[src/sv/sgdb_pkg.sv]
// Shared types and constants of the scatter-gather descriptor builder.
// No dependencies; imported by the engine, the result queue and the top level.
`default_nettype none

package sgdb_pkg;

   localparam int SLOT_W     = 6;
   localparam int SIZE_W     = 32;
   localparam int ADDR_W     = 64;
   localparam int CSR_IDX_W  = 8;
   localparam int CSR_DATA_W = 64;

   // Register indexes of the control port
   typedef enum logic [CSR_IDX_W-1:0] {
      CSR_JOB_SIZE       = 8'd0,
      CSR_START_OFFSET   = 8'd1,
      CSR_DEVICE_ADDRESS = 8'd2,
      CSR_TO_HOST        = 8'd3
   } csr_index_type;

   // Job setup as held in the control registers
   typedef struct packed {
      logic [SIZE_W-1:0] job_size;
      logic [SIZE_W-1:0] start_offset;
      logic [ADDR_W-1:0] device_address;
      logic              to_host;
   } csr_type;

   // One descriptor word on the result side
   typedef struct packed {
      logic              is_terminator;
      logic [SLOT_W-1:0] slot;
      logic [SIZE_W-1:0] byte_count;
      logic [ADDR_W-1:0] source_address;
      logic [ADDR_W-1:0] dest_address;
      logic              job_done;
      logic              last_of_run;
   } rsp_type;

   // Push request from the engine into the result queue
   typedef struct packed {
      logic push_one;
      logic push_two;
   } push_type;

endpackage : sgdb_pkg

`default_nettype wire

[src/sv/sgdb_engine.sv]
// Input register and descriptor generation with the running job state.
// Depends on sgdb_pkg; feeds sgdb_rsp_queue.
`default_nettype none

module sgdb_engine #(
   parameter int MAX_SLOTS = 32
) (
   input  wire logic                      clock,
   input  wire logic                      reset,
   input  wire logic                      req_valid,
   output logic                           req_stall,
   input  wire logic                      req_first_of_job,
   input  wire logic                      req_last_entry,
   input  wire logic [63:0]               req_host_address,
   input  wire logic [31:0]               req_entry_length,
   input  wire sgdb_pkg::csr_type         csr,
   input  wire logic                      queue_space,
   output sgdb_pkg::push_type             push,
   output sgdb_pkg::rsp_type              rsp0,
   output sgdb_pkg::rsp_type              rsp1
);
   import sgdb_pkg::*;

   localparam int CNT_MIN = $clog2(MAX_SLOTS + 1);
   localparam int CNT_W   = (CNT_MIN > SLOT_W) ? CNT_MIN : SLOT_W;

   // Input register
   logic              in_valid_ff, in_valid_in;
   logic              first_ff, last_ff;
   logic [ADDR_W-1:0] host_ff;
   logic [SIZE_W-1:0] len_ff;

   // Job state
   logic [SIZE_W-1:0] remaining_ff, remaining_in;
   logic [SIZE_W-1:0] offset_ff, offset_in;
   logic [ADDR_W-1:0] cursor_ff, cursor_in;
   logic [CNT_W-1:0]  slot_ff, slot_in;
   logic              active_ff, active_in;

   logic              req_take, advance;
   logic [SIZE_W-1:0] eff_remaining, eff_offset, avail, tr, rem_next;
   logic [ADDR_W-1:0] eff_cursor, haddr;
   logic [CNT_W-1:0]  eff_slot, slot_next;
   logic              eff_active, skip;

   assign advance   = in_valid_ff && queue_space;
   assign req_stall = in_valid_ff && !advance;
   assign req_take  = req_valid && !req_stall;

   // Hold the entry until the result queue can take its words
   always_comb begin
      in_valid_in = in_valid_ff;
      if (req_take) begin
         in_valid_in = 1'b1;
      end else if (advance) begin
         in_valid_in = 1'b0;
      end
   end

   always_ff @(posedge clock) begin
      if (reset) begin
         in_valid_ff <= 1'b0;
      end else begin
         in_valid_ff <= in_valid_in;
      end
   end

   always_ff @(posedge clock) begin
      if (req_take) begin
         first_ff <= req_first_of_job;
         last_ff  <= req_last_entry;
         host_ff  <= req_host_address;
         len_ff   <= req_entry_length;
      end
   end

   // Reload the job from the registers on the first entry
   always_comb begin
      eff_remaining = first_ff ? csr.job_size       : remaining_ff;
      eff_offset    = first_ff ? csr.start_offset   : offset_ff;
      eff_cursor    = first_ff ? csr.device_address : cursor_ff;
      eff_slot      = first_ff ? '0                 : slot_ff;
      eff_active    = first_ff || active_ff;
      skip          = eff_offset > len_ff;
      avail         = len_ff - eff_offset;
      haddr         = host_ff + ADDR_W'(eff_offset);
      tr            = (avail < eff_remaining) ? avail : eff_remaining;
      rem_next      = eff_remaining - tr;
      slot_next     = eff_slot + CNT_W'(1);
   end

   // Build descriptor words and next job state
   always_comb begin
      push          = '0;
      rsp0          = '0;
      rsp1          = '0;
      remaining_in  = remaining_ff;
      offset_in     = offset_ff;
      cursor_in     = cursor_ff;
      slot_in       = slot_ff;
      active_in     = active_ff;
      rsp1.is_terminator = 1'b1;
      rsp1.slot          = slot_next[SLOT_W-1:0];
      rsp1.last_of_run   = 1'b1;
      if (advance && eff_active) begin
         remaining_in = eff_remaining;
         cursor_in    = eff_cursor;
         slot_in      = eff_slot;
         active_in    = 1'b1;
         if (skip) begin
            // drop the whole entry into the offset
            offset_in = eff_offset - len_ff;
            if (last_ff) begin
               push.push_one      = 1'b1;
               rsp0.is_terminator = 1'b1;
               rsp0.slot          = eff_slot[SLOT_W-1:0];
               rsp0.job_done      = 1'b1;
               rsp0.last_of_run   = 1'b1;
               slot_in            = '0;
               active_in          = 1'b0;
            end
         end else begin
            offset_in          = '0;
            push.push_one      = 1'b1;
            rsp0.slot          = eff_slot[SLOT_W-1:0];
            rsp0.byte_count    = tr;
            rsp0.source_address = csr.to_host ? eff_cursor : haddr;
            rsp0.dest_address   = csr.to_host ? haddr : eff_cursor;
            cursor_in          = eff_cursor + ADDR_W'(tr);
            remaining_in       = rem_next;
            slot_in            = slot_next;
            if (rem_next == '0 || last_ff) begin
               push.push_two = 1'b1;
               rsp1.job_done = 1'b1;
               slot_in       = '0;
               active_in     = 1'b0;
            end else if (slot_next >= CNT_W'(MAX_SLOTS)) begin
               // chunk full: close it and keep the job running
               push.push_two = 1'b1;
               slot_in       = '0;
            end else begin
               rsp0.last_of_run = 1'b1;
            end
         end
      end
   end

   always_ff @(posedge clock) begin
      if (reset) begin
         remaining_ff <= '0;
         offset_ff    <= '0;
         cursor_ff    <= '0;
         slot_ff      <= '0;
         active_ff    <= 1'b0;
      end else begin
         remaining_ff <= remaining_in;
         offset_ff    <= offset_in;
         cursor_ff    <= cursor_in;
         slot_ff      <= slot_in;
         active_ff    <= active_in;
      end
   end

endmodule : sgdb_engine

`default_nettype wire

[src/sv/sgdb_rsp_queue.sv]
// Four-word result queue between descriptor generation and the result port.
// Depends on sgdb_pkg; takes up to two words per cycle, gives one per cycle unless stalled.
`default_nettype none

module sgdb_rsp_queue (
   input  wire logic               clock,
   input  wire logic               reset,
   input  wire sgdb_pkg::push_type push,
   input  wire sgdb_pkg::rsp_type  rsp0,
   input  wire sgdb_pkg::rsp_type  rsp1,
   output logic                    queue_space,
   output logic                    rsp_valid,
   input  wire logic               rsp_stall,
   output sgdb_pkg::rsp_type       rsp_head
);
   import sgdb_pkg::*;

   localparam int DEPTH = 4;
   localparam int CNT_W = $clog2(DEPTH + 1);

   rsp_type           q_ff [DEPTH];
   rsp_type           q_in [DEPTH];
   logic [CNT_W-1:0]  cnt_ff, cnt_in, base;
   logic              pop;

   assign rsp_valid   = cnt_ff != '0;
   assign rsp_head    = q_ff[0];
   assign pop         = rsp_valid && !rsp_stall;
   assign queue_space = cnt_ff <= CNT_W'(DEPTH - 2);

   // Shift out the head word, then append new words behind the rest
   always_comb begin
      base = cnt_ff - CNT_W'(pop);
      for (int i = 0; i < DEPTH; i++) begin
         q_in[i] = q_ff[i];
      end
      if (pop) begin
         for (int i = 0; i < DEPTH - 1; i++) begin
            q_in[i] = q_ff[i + 1];
         end
      end
      for (int i = 0; i < DEPTH; i++) begin
         if (push.push_one && base == CNT_W'(i)) begin
            q_in[i] = rsp0;
         end
         if (push.push_two && base + CNT_W'(1) == CNT_W'(i)) begin
            q_in[i] = rsp1;
         end
      end
      cnt_in = base + CNT_W'(push.push_one) + CNT_W'(push.push_two);
   end

   always_ff @(posedge clock) begin
      if (reset) begin
         cnt_ff <= '0;
      end else begin
         cnt_ff <= cnt_in;
      end
   end

   always_ff @(posedge clock) begin
      for (int i = 0; i < DEPTH; i++) begin
         q_ff[i] <= q_in[i];
      end
   end

endmodule : sgdb_rsp_queue

`default_nettype wire

[src/sv/sg_to_dma_descriptor_builder_top.sv]
// Top level of the scatter-gather to DMA descriptor builder.
// Depends on sgdb_pkg, sgdb_engine and sgdb_rsp_queue.
//
//   channel  direction  handshake          payload
//   req      in         req_valid/stall    first_of_job, last_entry, host_address,
//                                          entry_length
//   rsp      out        rsp_valid/stall    one descriptor word
//   csr      in         csr_valid/ready    csr_index, csr_wdata
//
// One entry is taken per cycle while the result queue has space; its words pass
// the input register and the queue, then leave the result port one per cycle
// while rsp_stall is low. An entry that makes a descriptor and a terminator puts
// two words into the queue, so a stream of such entries fills it and raises req_stall.
// Reset is synchronous and clears the job state and the result queue.
// A stall on the result side backs up through the four-word queue to req_stall.
`default_nettype none

module sg_to_dma_descriptor_builder_top #(
   parameter int MAX_SLOTS = 32
) (
   input  wire logic        clock,
   input  wire logic        reset,
   input  wire logic        req_valid,
   output logic             req_stall,
   input  wire logic        req_first_of_job,
   input  wire logic        req_last_entry,
   input  wire logic [63:0] req_host_address,
   input  wire logic [31:0] req_entry_length,
   output logic             rsp_valid,
   input  wire logic        rsp_stall,
   output logic             rsp_is_terminator,
   output logic [5:0]       rsp_slot,
   output logic [31:0]      rsp_byte_count,
   output logic [63:0]      rsp_source_address,
   output logic [63:0]      rsp_dest_address,
   output logic             rsp_job_done,
   output logic             rsp_last_of_run,
   input  wire logic        csr_valid,
   output logic             csr_ready,
   input  wire logic [7:0]  csr_index,
   input  wire logic [63:0] csr_wdata
);
   import sgdb_pkg::*;

   csr_type  csr_ff, csr_in;
   push_type push;
   rsp_type  rsp0, rsp1, rsp_head;
   logic     queue_space;

   assign csr_ready = 1'b1;

   // Write the addressed control register, drop unknown indexes
   always_comb begin
      csr_in = csr_ff;
      if (csr_valid) begin
         case (csr_index_type'(csr_index))
            CSR_JOB_SIZE:       csr_in.job_size       = csr_wdata[SIZE_W-1:0];
            CSR_START_OFFSET:   csr_in.start_offset   = csr_wdata[SIZE_W-1:0];
            CSR_DEVICE_ADDRESS: csr_in.device_address = csr_wdata;
            CSR_TO_HOST:        csr_in.to_host        = csr_wdata[0];
            default:            csr_in = csr_ff;
         endcase
      end
   end

   always_ff @(posedge clock) begin
      if (reset) begin
         csr_ff <= '0;
      end else begin
         csr_ff <= csr_in;
      end
   end

   sgdb_engine #(
      .MAX_SLOTS (MAX_SLOTS)
   ) u_engine (
      .clock            (clock),
      .reset            (reset),
      .req_valid        (req_valid),
      .req_stall        (req_stall),
      .req_first_of_job (req_first_of_job),
      .req_last_entry   (req_last_entry),
      .req_host_address (req_host_address),
      .req_entry_length (req_entry_length),
      .csr              (csr_ff),
      .queue_space      (queue_space),
      .push             (push),
      .rsp0             (rsp0),
      .rsp1             (rsp1)
   );

   sgdb_rsp_queue u_queue (
      .clock       (clock),
      .reset       (reset),
      .push        (push),
      .rsp0        (rsp0),
      .rsp1        (rsp1),
      .queue_space (queue_space),
      .rsp_valid   (rsp_valid),
      .rsp_stall   (rsp_stall),
      .rsp_head    (rsp_head)
   );

   // Split the head word onto the result ports
   assign rsp_is_terminator  = rsp_head.is_terminator;
   assign rsp_slot           = rsp_head.slot;
   assign rsp_byte_count     = rsp_head.byte_count;
   assign rsp_source_address = rsp_head.source_address;
   assign rsp_dest_address   = rsp_head.dest_address;
   assign rsp_job_done       = rsp_head.job_done;
   assign rsp_last_of_run    = rsp_head.last_of_run;

endmodule : sg_to_dma_descriptor_builder_top

`default_nettype wire

[config.mk]
export PLATFORM = sky130hd
export DESIGN_NAME = sg_to_dma_descriptor_builder_top
export DESIGN_NICKNAME = d
export VERILOG_FILES = /design/src/sv/sgdb_pkg.sv /design/src/sv/sgdb_engine.sv /design/src/sv/sgdb_rsp_queue.sv /design/src/sv/sg_to_dma_descriptor_builder_top.sv
export SDC_FILE = /design/constraint.sdc
export NUM_CORES = 2
export LEC_CHECK = 0
export CELL_PAD_IN_SITES_DETAIL_PLACEMENT = 1
export CELL_PAD_IN_SITES_GLOBAL_PLACEMENT = 1
export CORE_MARGIN = 3
export CORE_UTILIZATION = 52
export CTS_CLUSTER_DIAMETER = 50
export CTS_CLUSTER_SIZE = 30
export DETAILED_ROUTE_END_ITERATION = 7
export DONT_BUFFER_PORTS = 1
export MAX_ROUTING_LAYER = met4
export PLACE_DENSITY_LB_ADDON = 0.3
export SYNTH_ARGS = -nofsm -noshare
export SYNTH_HDL_FRONTEND = slang
export SYNTH_SLANG_ARGS = --single-unit
[constraint.sdc]
create_clock -name clock -period 37.2 [get_ports clock]
set_input_delay 3.72 -clock clock [delete_from_list [all_inputs] [get_ports clock]]
set_output_delay 3.72 -clock clock [all_outputs]
set_load 0.005 [all_outputs]
; ---- Yosys cells after proc, flatten, opt, wreduce, memory -nomap -nowiden
; Memory sizes are Yosys's and may differ from the RTL's.
; Index checks and enable logic that the tools add are counted.
[word_totals]
regBits = 366
ram_bits = 676
in_bits = 175
out_inout_bits = 172
word_cells = 114
memories = 1
[classes]
add_sub_neg = 10
n_lt_le_gt_ge = 4
n_eq_ne = 9
muxes = 47
reduce_logical = 28
[mem_list]
columns = memory, words, width, read_ports, rd_ports_with_merged_regs, write_ports, line_no
row1 = u_queue.q_ff, 4, 169, 4, 0, 4, sgdb_rsp_queue.sv:21  ; rsp_type q_ff [DEPTH];
[ops]
columns = op, count
row1 = 2-to-1 mux 169 bit, 9
row2 = 2-to-1 mux 507 bit, 1
row3 = 2-to-1 mux 64 bit, 4
row4 = 2-to-1 mux 160 bit, 1
row5 = 2-to-1 mux 32 bit, 5
row6 = adder 64 x 32 -> 64 bit, 2
row7 = subtractor 32 bit, 3
row8 = 2-to-1 mux 6 bit, 6
row9 = greater-than comparator 32 bit, 1
row10 = logical NOT 32 bit, 1
row11 = < comparator 32 bit, 1
row12 = 2-to-1 mux 1 bit, 18
row13 = "== test 8 x 2 -> 1 bit, second input constant", 2
row14 = logical AND 1 bit, 13
row15 = "== test 3 x 2 -> 1 bit, second input constant", 4
row16 = "== test 8 x 1 -> 1 bit, second input constant", 1
row17 = logical NOT 8 bit, 1
row18 = AND reduction 2 bit, 4
row19 = 2-to-1 mux 7 bit, 1
row20 = adder 3 x 1 -> 3 bit, 2
row21 = "adder 6 x 1 -> 6 bit, second input constant", 1
row22 = "== test 3 x 1 -> 1 bit, second input constant", 2
row23 = ">= comparator 6 bit, second input constant", 1
row24 = logical NOT 3 bit, 2
row25 = 8 further kinds, 12

; ---- Longest topological paths before layout
[logic_depth]
depth_word = 13
mapped_depth = 64
depth_no_buf = 44

; ---- Hierarchy
; Synthesis repeated with hierarchy kept, for this count alone.
[unflattened]
cells_unflattened = 7142
area_unflattened_um2 = 64550.7
[by_module_without_submodules]
columns = mod, n_inst, cells_each, area_per_inst_um2, seq_area_each_um2
row1 = sgdb_rsp_queue, 1, 3158, 32581.2, 20359.5
row2 = sgdb_engine, 1, 3489, 26535.4, 5665.4
row3 = sg_to_dma_descriptor_builder_top, 1, 495, 5434.0, 2582.5

; ---- Worst setup path before layout
; OpenSTA, ideal clock, no wires.
[synth_path]
path_kind = register to register
startpoint = reg u_engine.first_ff
endpoint = reg u_queue.cnt_ff[1]
setup_time_ns = 0.128
arrival_ns = 12.868
required_ns = 37.072
slack_ns = 24.204
stages_incl_launch_ff = 64
path_buffers = 22
period_less_slack_ns = 12.996
path_cell_list = edfxtp_1 -> buf_4 -> buf_6 -> buf_6 -> buf_6 -> buf_2 -> buf_2 -> buf_2 -> buf_2 -> buf_2 -> buf_1 -> buf_1 -> clkbuf_1 -> buf_2 -> buf_2 -> mux2i_1 -> inv_1 -> ha_1 -> [28 not listed] -> o21ai_0 -> a21oi_1 -> a221oi_1 -> nor2_1 -> o21ai_1 -> a41oi_1 -> a31o_1 -> a31o_2 -> xnor2_1 -> nor4b_1 -> and4_1 -> and4_1 -> buf_2 -> o21ai_4 -> fa_1 -> inv_1 -> ha_1 -> nor2b_1
[synth_between]
elab_chain_cells = 11
word_cells_on_any_way = 21
classes_between = add/sub: 5 / order compare: 3 / mux: 9 / reduce/logical: 4
[synth_lines]
columns = element, line_no
row1 = from (decl), sgdb_engine.sv:29  ; logic first_ff, last_ff;
row2 = from (signal assigned), sgdb_engine.sv:70  ; first_ff <= req_first_of_job;
row3 = 2-to-1 mux 32 bit, sgdb_engine.sv:80  ; eff_offset = first_ff ? csr.start_offset : offset_ff;
row4 = subtractor 32 bit, sgdb_engine.sv:85  ; avail = len_ff - eff_offset;
row5 = < comparator 32 bit, sgdb_engine.sv:87  ; tr = (avail < eff_remaining) ? avail : eff_remaining;
row6 = 2-to-1 mux 32 bit, sgdb_engine.sv:87
row7 = subtractor 32 bit, sgdb_engine.sv:88  ; rem_next = eff_remaining - tr;
row8 = logical NOT 32 bit, sgdb_engine.sv:132  ; if (rem_next == '0 || last_ff) begin
row9 = logical OR 1 bit, sgdb_engine.sv:132
row10 = 2-to-1 mux 1 bit, sgdb_engine.sv:132
row11 = 2-to-1 mux 1 bit, sgdb_engine.sv:110  ; if (skip) begin
row12 = 2-to-1 mux 2 bit *, sgdb_engine.sv:105  ; if (advance && eff_active) begin
row13 = adder 3 x 1 -> 3 bit *, sgdb_rsp_queue.sv:50  ; cnt_in = base + CNT_W'(push.push_one) + CNT_W'(push.push_two);
row14 = named net u_queue.cnt_in[1], sgdb_rsp_queue.sv:23  ; logic [CNT_W-1:0] cnt_ff, cnt_in, base;
row15 = to (signal assigned), sgdb_rsp_queue.sv:57  ; cnt_ff <= cnt_in;
row16 = to (decl), sgdb_rsp_queue.sv:23
; The timed path passes the listed nets; every way through them passes the cells marked *.
; A chain may end at the register's enable or synchronous reset.

==> run metrics <==
status complete, no violations; root buf cell clkbuf_16; Worst Tran Pin Value ~1.4 ns; DRC 0; Slew headroom 0.0457; post-synth net total slightly above 8,000; critical path's largest stage delay 1.13 ns; drt initial violations 5,309; Synth Cell Area 58,000 sq um; number of synthesized flops with an enable pin roughly 130; Die Ht about 340 microns; r2r setup slk approximately 24 ns; Initial Utilization 0.529; Final setup viols 0; hold_buf cts 0; Post-Syn Instances between 7,000 and 8,000; leakage ~25 nW; Max-Cap Viols 0; synthesized flop and latch total around 1,000; Design Area, Final approximately 63,000 sq um; cell taking the most area after synthesis dfxtp_1; layout cells sized above 1 0.0716; crit end category register; Congestion Overflow GR 0; count of different cell masters after synthesis around 110; Antenna Violating Nets Remaining 0; DRT Wirelength about 240,000 microns; Hold Violations, Final 0; Area contributors post-synth dfxtp_1 (32%), a21oi_1 (11%), nand2_1 (11%); Crit-path slowest cell a21oi_4; Critical Path Fanout Max 89; first-pass GRT wire length approximately 360,000 microns; DR WL/cell 26.9 microns; # rows around 120; CP Launch Type register; Worst-path clk slew 0.07 ns; gpl congestion 1.03; postcts setup bufs 0; peak supply drop about 0.000054 V; Vias a little under 60,000; RSZ-0062 raised after global routing false; Global Route Usage Sum 0.417; H-tree depth 4; CTS sink cnt 1,042; Critical Path RT 37.82 ns; # IOs roughly 350; largest net degree at the start of global routing roughly 250; Syn Area/Cell ~7.5 sq um; Max Root-Sink Buffers 3; pwr dens 65.7 nW/um^2; clk_skew roughly 0.043 ns; Ys Warns 0; Tcrit/Tclk final 0.365; Detailed Place HPWL 166,000 microns; Pre-antenna DRT Iters 6; area share of the largest cell type after synthesis 0.316; die span in x 340 microns; Port-buffer cells 0; sequential share of the synthesized area 0.381; critical path class register to register; worst hold path depth 2; Critical Path AT 14.21 ns; ys flop type dfxtp_1; initial antenna violation count 10; vias per cell 6.48; Hold/Removal Path Class register to register; synth cell count leaders nand2_1 (1,688), a21oi_1 (1,329), dfxtp_1 (916); die area roughly 120,000 sq um; Setup Total Neg Slack 0 ns; Post-CTS Resized 0; max-slew violations 0; later-pin clock latency in the skew report 0.78 ns; area of placed instances between 50,000 and 60,000 sq um; top-count cell post-synth nand2_1; vias in the first global route roughly 59,000; CTS Buf Count between 100 and 150; Max Fclk around 74 MHz; CTS tree done; R2R cell count 42; ys async rst share 0; nets slightly below 8,000; Core Box Area around 110,000 sq um; Layout Area Growth over Synthesis 9.08%; Final min period around 14 ns
[area by class of cell]
type | count | area (sq um)
diodes | 14 | 35.0
multi-input cells | 5984 | 33100
repair buffers | 103 | 848
fillers | 13600 | 46500
well taps | 1476 | 1850
flip-flops and latches | 1042 | 22100
clock buffers | 153 | 3540
inverters | 170 | 646
clock inverters | 87 | 1120
[cell families (layout without fill, tap and decap cells)]
logic type / after synthesis / after routing / share of synthesized area
simple gates: 3108 / 3108 / 0.224
compound gates: 2295 / 2295 / 0.235
flops: 1042 / 1042 / 0.381
buf+inv: 736 / 513 / 0.0508
xor+xnor: 206 / 206 / 0.0350
mux: 188 / 188 / 0.0343
fa+ha+maj: 186 / 186 / 0.0393
other cells: 1 / 15 / 0.0000646
[worst paths after layout]
path	startpoint	to
max	u_engine.first_ff	u_queue.q_ff[0][146]
min reg2reg	u_engine.remaining_ff[9]	u_engine.remaining_ff[9]
max reg2reg	u_engine.first_ff	u_queue.q_ff[0][146]
min	u_engine.remaining_ff[9]	u_engine.remaining_ff[9]
[layout by cell type, fill, tap and decap left out, types with 97 or more instances in the layout]
master / netlist / layout
clkbuf_16: 0 / 135
nand2_1: 1688 / 1687
buf_4: 16 / 97
dfxtp_1: 916 / 915
edfxtp_1: 126 / 126
ha_1: 151 / 150
a211oi_1: 134 / 128
o21ai_0: 213 / 213
a21oi_1: 1329 / 1327
nor2_1: 832 / 826
inv_1: 157 / 157
mux2i_1: 118 / 116
nand3_1: 169 / 169
xnor2_1: 138 / 138
[metal layers]
| layer | vias to the layer above | part of all wire | global-route usage |
|---|---|---|---|
| li1 | 26300 | - | - |
| met3 | 730 | 0.075 | 0.0785 |
| met1 | 29100 | 0.39 | 0.485 |
| met4 | 0 | 0.078 | 0.280 |
| met2 | 2408 | 0.46 | 0.656 |
| met5 | - | 0 | - |
[report_power, final]
group	internal [W]	switching [W]
clock network	0.000794	0.000572
registers	0.00137	0.000161
logic	0.000406	0.000856
total	0.00257	0.00159
[metrics by stage]
stage | hold slack (ns) | std cells | util | worst slack, ns | total power (W)
global placement | 0.436 | 8775 | 0.534 | 24.45 | 0.00270
global route | 0.466 | 9027 | 0.577 | 22.81 | 0.00436
floorplan | 0.428 | 7762 | - | 24.20 | 0.00238
finish | 0.450 | 9029 | 0.577 | 23.61 | 0.00416
CTS | 0.452 | 9015 | 0.576 | 23.91 | 0.00414
detailed placement | 0.444 | 8775 | 0.534 | 23.97 | 0.00276
[critical path, delay by kind of cell (launching register included)]
kind                       cells  cell delay [ns]
and+or+nand+nor               13             3.15
adders and majority gates      5             1.95
xor gates and xnor gates       1             0.18
buffers and inverters          7             2.85
AOI/OAI and AO/OA             15             4.31
DFF                            1             0.38
muxes                          1             0.33
[registers in the layout, summed over array words and instances (netlist names)]
register               cells
u_engine.remaining_ff     32
u_engine.last_ff           1
u_engine.offset_ff        32
u_engine.cursor_ff        64
u_queue.cnt_ff             3
u_engine.first_ff          1
u_engine.in_valid_ff       1
u_engine.active_ff         1
u_engine.slot_ff           6
u_engine.host_ff          64
csr_ff                   129
u_queue.q_ff             676
u_engine.len_ff           32
Note: power is estimated with default switching activity, not from simulation.
